## src/design/tcf_pkg.sv

```systemverilog
// ----------------------------------------------------------------------------
// tcf_pkg
// Shared types and constants for the tag column filter.
// ----------------------------------------------------------------------------
package tcf_pkg;

    // Character codes
    localparam logic [7:0] CH_TAB = 8'd9;
    localparam logic [7:0] CH_NL  = 8'd10;

    // Field and register widths
    localparam int BYTE_W      = 8;
    localparam int CFG_DATA_W  = 64;
    localparam int CFG_INDEX_W = 1;
    localparam int TAG_LEN_W   = 4;

    // Register indexes on the config port
    localparam logic [CFG_INDEX_W-1:0] REG_TAG_BYTES  = 1'd0;
    localparam logic [CFG_INDEX_W-1:0] REG_TAG_LENGTH = 1'd1;

    // Reset values of the config registers
    localparam logic [CFG_DATA_W-1:0] TAG_BYTES_RST  = 64'd68;
    localparam logic [TAG_LEN_W-1:0]  TAG_LENGTH_RST = 4'd1;

    // Line phase
    typedef enum logic [1:0] {
        PH_COL1 = 2'd0,
        PH_PASS = 2'd1,
        PH_SKIP = 2'd2
    } phase_t;

    // One step result toward the output register
    typedef struct packed {
        logic              emit;
        logic [BYTE_W-1:0] data;
    } result_t;

endpackage

```

## src/design/tsv_tag_column_filter_core.sv

```systemverilog
// ----------------------------------------------------------------------------
// tsv_tag_column_filter_core
// Passes the rest of each tab-separated line whose first column equals a
// configured tag, closing a passed line with a newline.
// ----------------------------------------------------------------------------
//  channel | direction | handshake           | payload
//  --------+-----------+---------------------+------------------------------
//  in      | input     | in_valid/in_ready   | in_byte, end_of_stream
//  out     | output    | out_valid/out_ready | out_byte
//  cfg     | input     | cfg_valid/cfg_ready | cfg_index, cfg_data
//
//  One input word per cycle while in_ready is high; the result of a word, if
//  any, shows on out in the cycle after it is taken, held in the output register.
//  in_ready drops only while the output register is full and not drained.
//  cfg_ready is always high.
//  Reset puts the block at the start of a line with tag 'D', length 1.
// ----------------------------------------------------------------------------
module tsv_tag_column_filter_core #(
    parameter int MAX_TAG_BYTES = 8
) (
    input  logic                                clk,
    input  logic                                rst_n,
    input  logic                                in_valid,
    output logic                                in_ready,
    input  logic [tcf_pkg::BYTE_W-1:0]          in_byte,
    input  logic                                end_of_stream,
    output logic                                out_valid,
    input  logic                                out_ready,
    output logic [tcf_pkg::BYTE_W-1:0]          out_byte,
    input  logic                                cfg_valid,
    output logic                                cfg_ready,
    input  logic [tcf_pkg::CFG_INDEX_W-1:0]     cfg_index,
    input  logic [tcf_pkg::CFG_DATA_W-1:0]      cfg_data
);

    logic [MAX_TAG_BYTES*8-1:0]        tag;
    logic [tcf_pkg::TAG_LEN_W-1:0]     tag_len;
    logic                              step;
    logic                              free;
    tcf_pkg::result_t                  result;

    assign in_ready = free;
    assign step     = in_valid & in_ready;

    // Configuration
    tcf_cfg_regs #(
        .MAX_TAG_BYTES (MAX_TAG_BYTES)
    ) u_cfg (
        .clk       (clk),
        .rst_n     (rst_n),
        .cfg_valid (cfg_valid),
        .cfg_ready (cfg_ready),
        .cfg_index (cfg_index),
        .cfg_data  (cfg_data),
        .tag       (tag),
        .tag_len   (tag_len)
    );

    // Line state and compare
    tcf_line_fsm #(
        .MAX_TAG_BYTES (MAX_TAG_BYTES)
    ) u_fsm (
        .clk           (clk),
        .rst_n         (rst_n),
        .step          (step),
        .in_byte       (in_byte),
        .end_of_stream (end_of_stream),
        .tag           (tag),
        .tag_len       (tag_len),
        .result        (result)
    );

    // Result word register
    tcf_out_reg u_out (
        .clk       (clk),
        .rst_n     (rst_n),
        .load      (step),
        .result    (result),
        .free      (free),
        .out_valid (out_valid),
        .out_ready (out_ready),
        .out_byte  (out_byte)
    );

endmodule

```

## src/design/tcf_cfg_regs.sv

```systemverilog
// ----------------------------------------------------------------------------
// tcf_cfg_regs
// Configuration registers: tag characters and clamped tag length.
// ----------------------------------------------------------------------------
module tcf_cfg_regs #(
    parameter int MAX_TAG_BYTES = 8
) (
    input  logic                                clk,
    input  logic                                rst_n,
    input  logic                                cfg_valid,
    output logic                                cfg_ready,
    input  logic [tcf_pkg::CFG_INDEX_W-1:0]     cfg_index,
    input  logic [tcf_pkg::CFG_DATA_W-1:0]      cfg_data,
    output logic [MAX_TAG_BYTES*8-1:0]          tag,
    output logic [tcf_pkg::TAG_LEN_W-1:0]       tag_len
);

    localparam int TAG_W = MAX_TAG_BYTES * 8;
    localparam logic [tcf_pkg::TAG_LEN_W-1:0] MAX_LEN =
        tcf_pkg::TAG_LEN_W'(MAX_TAG_BYTES);

    logic [TAG_W-1:0]                  tag_reg, tag_next;
    logic [tcf_pkg::TAG_LEN_W-1:0]     len_reg, len_next;
    logic [tcf_pkg::TAG_LEN_W-1:0]     len_wr;
    logic                              wr;

    assign cfg_ready = 1'b1;
    assign wr        = cfg_valid & cfg_ready;

    // Length is stored already clamped to the tag storage
    assign len_wr = (cfg_data[tcf_pkg::TAG_LEN_W-1:0] > MAX_LEN) ?
                    MAX_LEN : cfg_data[tcf_pkg::TAG_LEN_W-1:0];

    // Write decode
    always_comb
    begin
        tag_next = tag_reg;
        len_next = len_reg;
        if (wr)
        begin
            unique case (cfg_index)
                tcf_pkg::REG_TAG_BYTES:  tag_next = cfg_data[TAG_W-1:0];
                tcf_pkg::REG_TAG_LENGTH: len_next = len_wr;
                default: ;
            endcase
        end
    end

    always_ff @(posedge clk or negedge rst_n)
    begin
        if (!rst_n)
        begin
            tag_reg <= tcf_pkg::TAG_BYTES_RST[TAG_W-1:0];
            len_reg <= (tcf_pkg::TAG_LENGTH_RST > MAX_LEN) ?
                       MAX_LEN : tcf_pkg::TAG_LENGTH_RST;
        end
        else
        begin
            tag_reg <= tag_next;
            len_reg <= len_next;
        end
    end

    assign tag     = tag_reg;
    assign tag_len = len_reg;

endmodule

```

## src/design/tcf_line_fsm.sv

```systemverilog
// ----------------------------------------------------------------------------
// tcf_line_fsm
// Per-line state: column one tag compare, pass and skip phases.
// ----------------------------------------------------------------------------
module tcf_line_fsm #(
    parameter int MAX_TAG_BYTES = 8
) (
    input  logic                            clk,
    input  logic                            rst_n,
    input  logic                            step,
    input  logic [tcf_pkg::BYTE_W-1:0]      in_byte,
    input  logic                            end_of_stream,
    input  logic [MAX_TAG_BYTES*8-1:0]      tag,
    input  logic [tcf_pkg::TAG_LEN_W-1:0]   tag_len,
    output tcf_pkg::result_t                result
);

    tcf_pkg::phase_t                   phase_reg, phase_next;
    logic [tcf_pkg::TAG_LEN_W-1:0]     count_reg, count_next;
    logic                              miss_reg, miss_next;
    logic                              emitted_reg, emitted_next;
    logic                              byte_hit;

    // Tag character at the current match position equals the input word
    always_comb
    begin
        byte_hit = 1'b0;
        for (int k = 0; k < MAX_TAG_BYTES; k++)
        begin
            if (count_reg == tcf_pkg::TAG_LEN_W'(k) &&
                tag[k*8 +: 8] == in_byte)
                byte_hit = 1'b1;
        end
    end

    // Next state and result
    always_comb
    begin
        phase_next   = phase_reg;
        count_next   = count_reg;
        miss_next    = miss_reg;
        emitted_next = emitted_reg;
        result.emit  = 1'b0;
        result.data  = in_byte;

        if (step)
        begin
            if (end_of_stream)
            begin
                result.emit  = (phase_reg == tcf_pkg::PH_PASS) && emitted_reg;
                result.data  = tcf_pkg::CH_NL;
                phase_next   = tcf_pkg::PH_COL1;
                count_next   = '0;
                miss_next    = 1'b0;
                emitted_next = 1'b0;
            end
            else
            begin
                unique case (phase_reg)
                    tcf_pkg::PH_COL1:
                    begin
                        if (in_byte == tcf_pkg::CH_TAB)
                        begin
                            if (!miss_reg && count_reg == tag_len)
                            begin
                                phase_next   = tcf_pkg::PH_PASS;
                                emitted_next = 1'b0;
                            end
                            else
                                phase_next = tcf_pkg::PH_SKIP;
                        end
                        else if (in_byte == tcf_pkg::CH_NL)
                        begin
                            count_next   = '0;
                            miss_next    = 1'b0;
                            emitted_next = 1'b0;
                        end
                        else if (!miss_reg)
                        begin
                            if (count_reg < tag_len && byte_hit)
                                count_next = count_reg + 1'b1;
                            else
                                miss_next = 1'b1;
                        end
                    end
                    tcf_pkg::PH_PASS:
                    begin
                        if (in_byte == tcf_pkg::CH_NL)
                        begin
                            result.emit  = emitted_reg;
                            phase_next   = tcf_pkg::PH_COL1;
                            count_next   = '0;
                            miss_next    = 1'b0;
                            emitted_next = 1'b0;
                        end
                        else
                        begin
                            result.emit  = 1'b1;
                            emitted_next = 1'b1;
                        end
                    end
                    default:
                    begin
                        // skipping rest of line
                        if (in_byte == tcf_pkg::CH_NL)
                        begin
                            phase_next   = tcf_pkg::PH_COL1;
                            count_next   = '0;
                            miss_next    = 1'b0;
                            emitted_next = 1'b0;
                        end
                    end
                endcase
            end
        end
    end

    always_ff @(posedge clk or negedge rst_n)
    begin
        if (!rst_n)
        begin
            phase_reg   <= tcf_pkg::PH_COL1;
            count_reg   <= '0;
            miss_reg    <= 1'b0;
            emitted_reg <= 1'b0;
        end
        else
        begin
            phase_reg   <= phase_next;
            count_reg   <= count_next;
            miss_reg    <= miss_next;
            emitted_reg <= emitted_next;
        end
    end

endmodule

```

## src/design/tcf_out_reg.sv

```systemverilog
// ----------------------------------------------------------------------------
// tcf_out_reg
// Output register holding one result word until taken downstream.
// ----------------------------------------------------------------------------
module tcf_out_reg (
    input  logic                        clk,
    input  logic                        rst_n,
    input  logic                        load,
    input  tcf_pkg::result_t            result,
    output logic                        free,
    output logic                        out_valid,
    input  logic                        out_ready,
    output logic [tcf_pkg::BYTE_W-1:0]  out_byte
);

    logic                        valid_reg, valid_next;
    logic [tcf_pkg::BYTE_W-1:0]  data_reg, data_next;

    // Slot is free when empty or drained this cycle
    assign free = !valid_reg || out_ready;

    always_comb
    begin
        valid_next = valid_reg && !out_ready;
        data_next  = data_reg;
        if (load && result.emit)
        begin
            valid_next = 1'b1;
            data_next  = result.data;
        end
    end

    always_ff @(posedge clk or negedge rst_n)
    begin
        if (!rst_n)
            valid_reg <= 1'b0;
        else
            valid_reg <= valid_next;
    end

    // Payload, no reset needed
    always_ff @(posedge clk)
    begin
        data_reg <= data_next;
    end

    assign out_valid = valid_reg;
    assign out_byte  = data_reg;

endmodule

```

## config.mk

```make
export PLATFORM = sky130hd
export DESIGN_NAME = tsv_tag_column_filter_core
export DESIGN_NICKNAME = d
export VERILOG_FILES = /design/src/design/tcf_pkg.sv /design/src/design/tsv_tag_column_filter_core.sv /design/src/design/tcf_cfg_regs.sv /design/src/design/tcf_line_fsm.sv /design/src/design/tcf_out_reg.sv
export SDC_FILE = /design/constraint.sdc
export NUM_CORES = 1
export LEC_CHECK = 0
export BUFFER_PORTS_ARGS = -buffer_cell sky130_fd_sc_hd__clkbuf_2
export CORE_MARGIN = 1.5
export CORE_UTILIZATION = 30
export CTS_BUF_LIST = sky130_fd_sc_hd__clkbuf_8
export CTS_CLUSTER_DIAMETER = 200
export DETAILED_ROUTE_END_ITERATION = 10
export SKIP_CTS_REPAIR_TIMING = 1
export SYNTH_ARGS = -nofsm -noshare
export SYNTH_HDL_FRONTEND = slang
export SYNTH_SLANG_ARGS = --single-unit
```

## constraint.sdc

```tcl
create_clock -name clk -period 3 [get_ports clk]
set_input_delay 0.3 -clock clk [delete_from_list [all_inputs] [get_ports clk]]
set_output_delay 0.3 -clock clk [all_outputs]
set_load 0.03 [all_outputs]
```

; Yosys cells after proc, flatten, opt, wreduce, memory -nomap -nowiden
; Index checks and enable logic that the tools add are counted.
[word_totals]
out_inout_bits = 11
input_bits = 79
wordCells = 103
regBits = 85
[classes]
n_lt_le_gt_ge = 2
n_addsub = 1
n_reduce_logical = 27
eq_ne = 23
n_mux = 40
bitwise = 2
[ops]
columns = cell, n
row1 = $eq 8x8->1, 8
row2 = $mux 4, 8
row3 = $mux 1, 24
row4 = $eq 4x3->1 const B, 4
row5 = $eq 8x4->1 const B, 2
row6 = $logic_and 1x1->1, 13
row7 = $mux 2, 5
row8 = $mux 9, 1
row9 = $eq 4x2->1 const B, 2
row10 = $mux 8, 1
row11 = $ne 4x4->1 const B, 2
row12 = $reduce_and 2->1, 3
row13 = $reduce_and 3->1, 2
row14 = $reduce_and 5->1, 1
row15 = $add 4x1->4 const B, 1
row16 = $eq 4x1->1 const B, 1
row17 = $eq 4x4->1, 1
row18 = $gt 4x4->1 const B, 1
row19 = $logic_not 4->1, 1
row20 = $lt 4x4->1, 1
row21 = $reduce_bool 4->1, 1
row22 = $logic_not 1->1, 3
row23 = $ne 3x2->1 const B, 1
row24 = $ne 3x3->1 const B, 1
row25 = other kinds (7), 7

; Longest topological paths before layout
; Gate-level depths: netlist of the first run.
[depth]
word_depth = 17
depth_mapped = 9
mapped_depth_nobuf = 9

; Cells and area by module
; A second synthesis of the first run with hierarchy kept.
[hier_totals]
hier_cells = 352
area_unflattened_um2 = 4775.8
[modules_own_cells]
columns = mod, area_per_inst_um2, cells_each, n_inst, seq_area_each_um2
row1 = tcf_cfg_regs, 2884.0, 150, 1, 1705.4
row2 = tcf_line_fsm, 1584.0, 189, 1, 200.2
row3 = tcf_out_reg, 301.5, 12, 1, 265.3
row4 = tsv_tag_column_filter_core, 6.3, 1, 1, 0.0

; Worst setup path after synthesis of the first run
; Ideal clock, no wire load.
[synth_path]
path_kind = register to register
startpoint = register u_fsm.count_reg[0] (netlist name)
endpoint = register u_fsm.count_reg[2] (netlist name)
t_arrival_ps = 2132
stages_incl_launch_ff = 9
required_ps = 2882
path_slack_ps = 750
period_less_slack_ps = 2250
setup_ps = 118
path_buffers = 0
path_cell_list = dfrtp_1 inv_1 ha_1 or3b_2 nor4_1 nor4_1 a211o_4 a22o_1 a21o_1
[synth_between]
elab_chain_cells = 13
word_cells_on_any_way = 35
cone_classes = add/sub: 1 / order compare: 1 / eq/ne: 7 / mux: 14 / reduce/logical: 12
[synth_rtl]
columns = element, line_no
row1 = "start, declared", tcf_line_fsm.sv:19  ; logic [tcf_pkg::TAG_LEN_W-1:0] count_reg, count_next;
row2 = "start signal, assigned", tcf_line_fsm.sv:130  ; count_reg <= count_next;
row3 = $logic_not 4->1, tcf_line_fsm.sv:30  ; if (count_reg == tcf_pkg::TAG_LEN_W'(k) &&
row4 = $logic_and 1x1->1, tcf_line_fsm.sv:30
row5 = $mux 1 (8 in series), tcf_line_fsm.sv:30
row6 = $logic_and 1x1->1, tcf_line_fsm.sv:80  ; if (count_reg < tag_len && byte_hit)
row7 = $reduce_bool 4->1 (no line), --
row8 = $reduce_and 5->1 (no line), --
; Parallel ways exist; a longest one is shown, timed or not. The select of a mux whose other input is x is not followed.
; A chain may end at the register's enable or synchronous reset.

; Worst setup path after layout of the first run
; Ends and elaborated chain as after synthesis.

==> flow_summary.toml, run 1 <==
[final_layout]
n_antenna_cell = 0
largest_reg_flops = 64
fin_nets = 525
layout-drive-gt1-share_pct = 41.5
syn2layout_area_growth_pct = 18.6
multi_input_area_mm2 = 0.00202
fin_util_pct = 36.6
nFillCells = 1416
regArea_mm2 = 0.00217

[die]
die_h_um = 123
initial_core_util_pct = 30.9
fp.coreArea_mm2 = 0.0140
io_pins = 90
die-area_mm2 = 0.0151
rows = 43
die_x_um = 123

[pwr]
vdd.ir_drop.worst_uv = 291
p_leak_nw = 2.16
powerDensity_mw_per_mm2 = 528

[timing]
tightest_slew_ps = 1030
rsz0062_at_grt = "no"
max_clock_freq_mhz = 399
finalHoldViolCount = 0
max-slew-margin-rel_pct = 31.6
final.period_utilization_pct = 83.6
finalSetupViolCount = 0
setup_tns_ps = 0
finalCriticalPeriod_ps = 2510
fin_skew_ps = 8.73
slew_violations = 0

[critical_path]
arrival_ps = 2760
crit_start = "u_fsm.count_reg[0]"
max_stage_delay_ps = 450
cp_num_buf_inv = 1
cp_top_family = "simple AND/OR/NAND/NOR gates"
timing.rr.start = "u_fsm.count_reg[0]"
cp.required_ps = 3260
path_max_fanout = 6
crit_cells = 8
endpoint_kind = "register"
ff2ff_setup_slack_ps = 490
endpoint = "u_fsm.count_reg[2]"
path_cells = "inv_1 -> ha_1 -> or3b_2 -> nor4_1 -> nor4_1 -> a211o_4 -> a22o_1 -> a21o_1"
r2r_end = "u_fsm.count_reg[2]"
crit_type = "reg2reg"
slowest_stage = "dfrtp_1"
start_kind = "register"
reg2regPathDepth = 8
crit_top_cell = "nor4_1"

[clocking]
clk_path_buf_depth = 2
cts_tree = "done"
path_clk_slew_ps = 80
cts-htree-levels = 3
clkLatencyLatePin_ps = 370
root_buffer = "clkbuf_8"
numCtsBuffers = 9
cts.sinks = 85

[logic_synthesis]
synth_top_flop_cell = "dfrtp_1"
synthesis.area_mm2 = 0.00432
netlist_top_cells_area = "dfrtp_1, mux2_2, xnor2_1"
synth.top_cell.area_share_pct = 42.9
yosys.area.top_type = "dfrtp_1"
netlist_instances = 352
synth_cell_types = 41
synthArstFlopShare_pct = 90.6
avgSynthCellArea_um2 = 12.3
synth-edff-count = 8
ys_seq_area_share_pct = 50.3
yosysWarnings = 0
synth_fp_nets = 439
ys_ff_latch = 85

[drt]
via_per_inst = 4.71
wl_met3_um = 591
wl_met2_um = 4830
wire_per_inst_um = 16.2
drtIter0Drc = 133
wirelength_um = 10100
drt_drc_violations_left = 0
ant_nets = 0
m1WireLength_um = 4500
dr.pass1.iters = 5
top_layer_used = "met4"
vias = 2935

[placed_design]
routabilityCongestion = 0.873
numPortBuffers = 88
dpl.hpwl_um = 7460

[grt]
grt_max_degree = 78
grt_antenna_before_repair = 0
grtUsageTotal_pct = 14.3
grt_pass1_vias = 3074
grt_pass1_wl_um = 16100
overflow = 0

[min_path]
min_path_type = "in2async"

[job]
maxCapViolCount = 0

[outcome]
run_status = "complete, no violations"
cells in the mapped netlist (2+ instances only):
cell type	instances
dfrtp_1	74
mux2_2	65
xnor2_1	62
nand3_1	16
nand2_1	13
nand2b_1	10
inv_1	9
nand4_1	9
o21ai_0	9
clkbuf_1	8
edfxtp_1	8
ha_1	8
and2_1	6
nor3_1	6
buf_2	4
nor2b_1	4
nor4_1	4
dfstp_2	3
nor2_1	3
a211o_1	2
a21o_1	2
a22o_2	2
buf_4	2
buf_6	2
nand3b_1	2
nor3b_1	2
or2_2	2
xor2_1	2
report_power, final:
part           internal, mW  total, mW  switching, mW
combinational         0.281      0.478          0.197
sequential             1.30       1.40         0.0975
clock                 0.406      0.825          0.420
metal layers:
metal	vias up	GRT usage, %
met5	-	0
met4	0	4.36
met3	14	4.34
met2	94	23.2
met1	1444	18.5
li1	1383	-
metrics by stage:
stage | setup slack [ps] | std cells | total power, mW | hold slack (ps) | area (um^2)
after floorplan | 750 | 352 | 1.75 | 4.41 | 4320
after global placement | 579 | 607 | 1.90 | 470 | 4920
after detailed placement | 490 | 607 | 1.91 | 478 | 4920
after CTS | 520 | 623 | 2.74 | 134 | 5120
after global routing | 368 | 623 | 2.86 | 137 | 5120
final | 492 | 623 | 2.70 | 67.5 | 5120
worst min-delay path by stage:
| stage | from | to | slack, ps | cells past startpoint |
|---|---|---|---|---|
| 2_1_floorplan | rst_n | u_cfg.tag[0] | 4 | 0 |
| 3_3_place_gp | u_cfg.tag_len[1] | u_cfg.tag_len[1] | 470 | 2 |
| 3_5_place_dp | u_cfg.tag_len[1] | u_cfg.tag_len[1] | 480 | 2 |
| 4_1_cts | cfg_data[0] | u_cfg.tag_len[0] | 130 | 3 |
| 5_1_grt | rst_n | u_out.out_valid | 140 | 1 |
| 6_report | rst_n | u_out.out_valid | 70 | 1 |
worst reg2reg max path: cells and delay by family, from the launching register on:
family | cells | cell delay [ps]
compound gates | 3 | 750
fa+ha+maj | 1 | 170
buf+inv | 1 | 140
flops | 1 | 450
simple gates | 3 | 880
cells in the final DEF (no fill, tap or decap), types with 2 or more instances in the layout:
master and n:
nand3b_1 2, nand2_1 13, buf_4 5, a21o_1 2, clkinv_2 3, xor2_1 2, and2_1 6, nor3_1 6
dfstp_2 3, or2_2 2, clkbuf_8 10, xnor2_1 62, o21ai_0 9, edfxtp_1 8, nand2b_1 10, a211o_1 2
nor4_1 4, clkbuf_2 87, clkinv_4 2, nand3_1 16, nor2b_1 3, dfrtp_1 74, nor3b_1 2, nor2_1 3
mux2_2 65, a22o_2 2, ha_1 8, nand4_1 9, inv_1 9
layout make-up:
class	count	share of cell area (%)
repair buffers	92	9.24
multi-input cells	241	39.4
inverters	9	0.660
well taps	180	4.40
flip-flops and latches	85	42.4
clock inverters	6	1.22
clock buffers	10	2.69
cells by family after synthesis:
logic type	after synthesis	synth area share [%]
other	1	0.0869
adders and majority gates	8	2.32
DFF	85	50.3
AOI/OAI and AO/OA	21	3.51
muxes	65	17.0
buffers and inverters	26	3.16
xor gates and xnor gates	64	13.0
and+or+nand+nor	82	10.7
No activity file was read; power rests on OpenSTA's default activity.
==> run 2, diff against run 1 <==
==> constraint.sdc (replaced) <==
create_clock -name clk -period 2.6 [get_ports clk]
set_input_delay 0.26 -clock clk [delete_from_list [all_inputs] [get_ports clk]]
set_output_delay 0.26 -clock clk [all_outputs]
set_load 0.03 [all_outputs]
==> flow_summary.toml, run 2 (synthesis results as in run 1) <==
[die]
initial_core_util_pct = 30.9
io_pins = 90
die-area_mm2 = 0.0151
rows = 43
die_x_um = 123
fp.coreArea_mm2 = 0.0140
die_h_um = 123

[pwr]
pwr-share-comb_pct = 17.5
p_total_mw = 3.18
power.switching_mw = 0.816
p_leak_nw = 2.18
seq_power_share_pct = 50.8
switching_share_pct = 25.7
internal_power_mw = 2.36
powerDensity_mw_per_mm2 = 616
vdd.ir_drop.worst_uv = 401
clockPowerShare_pct = 31.6

[critical_path]
endpoint_kind = "register"
cp.required_ps = 2860
crit_top_cell = "nor4_1"
max_stage_delay_ps = 440
ff2ff_setup_slack_ps = 140
arrival_ps = 2720
slowest_stage = "or3b_2"
crit_type = "reg2reg"
path_cells = "inv_1 -> ha_1 -> or3b_2 -> nor4_1 -> nor4_1 -> a211o_4 -> a22o_1 -> a21o_1"
start_kind = "register"
path_max_fanout = 5

[final_layout]
layout.cells.non_filler = 625
final_cell_mix = "clkbuf_2, dfrtp_1, mux2_2"
final_common_cell = "clkbuf_2"
fin_util_pct = 36.9
fin_nets = 527
design_area_mm2 = 0.00516
largest_reg_flops = 64
n_antenna_cell = 0
layout-drive-gt1-share_pct = 41.1
nFillCells = 1416
syn2layout_area_growth_pct = 19.4

[timing]
finalSetupViolCount = 0
finalHoldViolCount = 0
tightest_slew_ps = 1010
final.period_utilization_pct = 94.5
max-slew-margin-rel_pct = 32.8
slew_violations = 0
finalCriticalPeriod_ps = 2460
fin_skew_ps = 10.7
layout_setup_ws_ps = 143
whs_ps = 44.2
max_clock_freq_mhz = 407
rsz0062_at_grt = "no"
setup_tns_ps = 0

[drt]
wirelength_um = 10200
ant_nets = 0
vias = 2916
wire_per_inst_um = 16.3
drt_drc_violations_left = 0
dr.pass1.iters = 4
drtIter0Drc = 115
via_per_inst = 4.67

[placed_design]
place_inst = 609
numPortBuffers = 88
placed_cell_area_mm2 = 0.00495
routabilityCongestion = 0.835
place_ws_ps = 189
dpl.hpwl_um = 7480

[grt]
grt_pass1_vias = 3047
grtUsageTotal_pct = 14.6
grt_pass1_wl_um = 16300
grt_antenna_before_repair = 0
grt_max_degree = 78
overflow = 0

[clocking]
path_clk_slew_ps = 80
clk_path_buf_depth = 2
clkLatencyLatePin_ps = 380
root_buffer = "clkbuf_8"
numCtsBuffers = 9
cts-htree-levels = 3
cts_tree = "done"
cts.sinks = 85

[min_path]
min_path_type = "in2async"

[outcome]
run_status = "complete, no violations"

[job]
maxCapViolCount = 0
[run 2: changes by cell type in the layout (fill, tap and decap cells not counted), sizes merged]
cell and change:
buf +2, bufinv +1, clkbuf -1, clkinv -3, inv +3
[run 2: per-layer routing]
| metal | up-vias | global-route usage, % | part of all wire, % |
|---|---|---|---|
| li1 | 1392 | - | - |
| met1 | 1438 | 19.1 | 45 |
| met2 | 74 | 23.6 | 48 |
| met3 | 12 | 4.29 | 5.6 |
| met4 | 0 | 4.29 | 1.3 |
| met5 | - | 0 | 0 |
[run 2: final cells by class]
class	count	area (um^2)	share of cell area, %
Sequential cell	85	2170	42.1
Multi-Input combinational cell	241	2020	39.1
Timing Repair Buffer	94	500	9.71
Tap cell	180	225	4.37
Clock buffer	9	124	2.40
Clock inverter	7	85.1	1.65
Inverter	9	33.8	0.655
[run 2: worst max-delay path, delay by kind of cell (launching register included)]
kind / cells / cell delay [ps]
adder cells (fa/ha/maj): 1 / 180
AND/OR/NAND/NOR: 3 / 870
flip-flops: 1 / 430
buffers and inverters: 1 / 140
AO/OA/AOI/OAI: 3 / 730
[run 2: final timing paths]
path | from | to | depth (start not counted)
max | u_fsm.count_reg[1] | u_fsm.count_reg[2] | 8
min | rst_n | u_out.out_valid | 1
max reg2reg | u_fsm.count_reg[1] | u_fsm.count_reg[2] | 8
min reg2reg | u_cfg.tag_len[1] | u_cfg.tag_len[1] | 2
max in group asynchronous | rst_n | u_fsm.count_reg[2] | 1
min in group clk | cfg_data[26] | u_cfg.tag[26] | 2
[run 2: power by group through the flow]
stage,Combinational [mW],Sequential (mW),Clock (mW)
after floorplan,0.414,1.61,0
after global placement,0.553,1.64,0
after detailed placement,0.565,1.64,0
after CTS,0.568,1.62,1.05
after global routing,0.617,1.64,1.11
final,0.557,1.61,1.00
==> run 3, diff against run 2 <==
--- a/config.mk
+++ b/config.mk
@@ -11,7 +11,9 @@
 export CTS_BUF_LIST = sky130_fd_sc_hd__clkbuf_8
 export CTS_CLUSTER_DIAMETER = 200
 export DETAILED_ROUTE_END_ITERATION = 10
+export GPL_TIMING_DRIVEN = 0
 export SKIP_CTS_REPAIR_TIMING = 1
 export SYNTH_ARGS = -nofsm -noshare
 export SYNTH_HDL_FRONTEND = slang
+export SYNTH_HIERARCHICAL = 1
 export SYNTH_SLANG_ARGS = --single-unit
==> flow_summary.toml, run 3 <==
[outcome]
run_status = "complete, no violations"

[pwr]
powerDensity_mw_per_mm2 = 633
p_leak_nw = 2.47
vdd.ir_drop.worst_uv = 279

[critical_path]
reg2regPathDepth = 8
crit_start = "u_fsm/count_reg[0]"
start_kind = "register"
r2r_end = "u_fsm/count_reg[0]"
arrival_ps = 2590
endpoint = "u_fsm/count_reg[0]"
crit_type = "reg2reg"
timing.rr.start = "u_fsm/count_reg[0]"
endpoint_kind = "register"
ff2ff_setup_slack_ps = 260
path_max_fanout = 6
cp.required_ps = 2840

[timing]
rsz0062_at_grt = "no"
slew_violations = 0
whs_ps = 129
max_clock_freq_mhz = 427
setup_tns_ps = 0
finalCriticalPeriod_ps = 2340
finalHoldViolCount = 0
fin_skew_ps = 4.57
final.period_utilization_pct = 90.1
finalSetupViolCount = 0

[clocking]
root_buffer = "clkbuf_8"
clkLatencyLatePin_ps = 360
path_clk_slew_ps = 80
numCtsBuffers = 9
cts_tree = "done"
cts.sinks = 85
clk_path_buf_depth = 2
cts-htree-levels = 3

[die]
initial_core_util_pct = 31.1
die-area_mm2 = 0.0167
rows = 45
io_pins = 90
fp.coreArea_mm2 = 0.0154
die_h_um = 129
die_x_um = 129

[final_layout]
nFillCells = 1509
multi_input_area_mm2 = 0.00235
largest_reg_flops = 64
layout-drive-gt1-share_pct = 44.0
regArea_mm2 = 0.00217
final_cell_mix = "clkbuf_2, dfrtp_1, xnor2_1"
n_antenna_cell = 0
fin_nets = 534
syn2layout_area_growth_pct = 19.4
final_common_cell = "clkbuf_2"

[logic_synthesis]
synthArstFlopShare_pct = 90.6
ys_seq_area_share_pct = 45.5
synth_fp_nets = 439
synth.top_cell.area_share_pct = 38.8
synth_common_cells = "dfrtp_1, xnor2_1, mux2_4, nand3_1"
synth_cell_types = 45
ys_ff_latch = 85
synthesis.area_mm2 = 0.00478
avgSynthCellArea_um2 = 13.6
synth_top_flop_cell = "dfrtp_1"
post-synth-top-count-cell = "dfrtp_1"
yosys.area.top_type = "dfrtp_1"
netlist_instances = 352
synth-edff-count = 8
yosysWarnings = 6
netlist_top_cells_area = "dfrtp_1, mux2_4, xnor2_1"

[grt]
grt_pass1_wl_um = 17200
grt_antenna_before_repair = 0
grt_pass1_vias = 3093
overflow = 0
grt_max_degree = 53
grtUsageTotal_pct = 13.8

[drt]
via_per_inst = 4.42
drtIter0Drc = 113
vias = 2928
ant_nets = 0
wirelength_um = 10800
wire_per_inst_um = 16.3
dr.pass1.iters = 4
drt_drc_violations_left = 0

[min_path]
min_from = "cfg_data[61]"
min_path_type = "in2reg"

[placed_design]
numPortBuffers = 82
dpl.hpwl_um = 7990
routabilityCongestion = 0.750

[job]
maxCapViolCount = 0
## run 3: cell count changes in the layout (fill, tap and decap cells not counted), moves of 5 or more
cell	delta
buf_12	+6
buf_6	+6
clkbuf_2	-6
inv_1	-5
mux2_2	-57
mux2_4	+60
nand2_1	-5
nand2b_1	-7
nor2b_1	+8
nor3_1	+5
o21ai_0	-7
## run 3: worst min-delay path by stage
stage               slack (ps)  cells past startpoint           endpoint
floorplan                  -40                      0       u_cfg/tag[0]
global placement           480                      1  u_fsm/emitted_reg
detailed placement         250                      1      u_cfg/tag[32]
CTS                       -160                      1      u_cfg/tag[24]
global route               100                      2      u_cfg/tag[47]
finish                     130                      2      u_cfg/tag[61]
## run 3: kinds of logic (layout without fill, tap and decap cells)
logic type,count (synthesis),after routing,synth area share [%]
AND/OR/NAND/NOR,85,85,10.9
AO/OA/AOI/OAI,16,16,3.14
multiplexers,70,70,21.2
flip-flops,85,85,45.5
other,1,1,0.0785
adder cells (fa/ha/maj),8,8,2.10
buffers and inverters,23,123,5.37
XOR/XNOR,64,64,11.7
## run 3: per-layer routing
layer | up-vias | wire (um) | part of all wire [%] | global-route usage (%)
met5 | - | 0 | 0 | 0
met1 | 1435 | 5110 | 47 | 18.4
li1 | 1406 | - | - | -
met3 | 10 | 537 | 5.0 | 3.18
met2 | 77 | 5000 | 46 | 22.3
met4 | 0 | 142 | 1.3 | 4.36
## run 3: final cells by class
class,count,area share (%)
flip-flops and latches,85,38.1
repair buffers,84,7.90
multi-input cells,244,41.2
inverters,7,0.461
clock inverters,7,1.58
clock buffers,9,2.17
plain buffers,16,4.04
well taps,211,4.63
## run 3: power by group
group	total, mW	switching (mW)	internal (mW)
logic	0.903	0.371	0.532
clock network	1.01	0.479	0.536
registers	1.69	0.163	1.53
## run 3: per-stage QoR
stage          instances  cell area, um^2  utilization, %  power (mW)  worst slack [ps]
2_1_floorplan        352             4780               -        2.36               512
3_3_place_gp         645             5450            35.5        2.59               308
3_5_place_dp         646             5480            35.7        2.62               267
4_1_cts              662             5690            37.0        3.66               269
5_1_grt              663             5700            37.1        3.82               137
6_report             663             5700            37.1        3.61               258
## run 3: critical path, stage by stage, from the launching register on
cell	delay, ps
dfrtp_1	450
inv_1	120
ha_1	240
nand3_1	80
nor3_1	70
or4_1	560
o21ai_2	230
a21oi_2	130
mux2_1	340
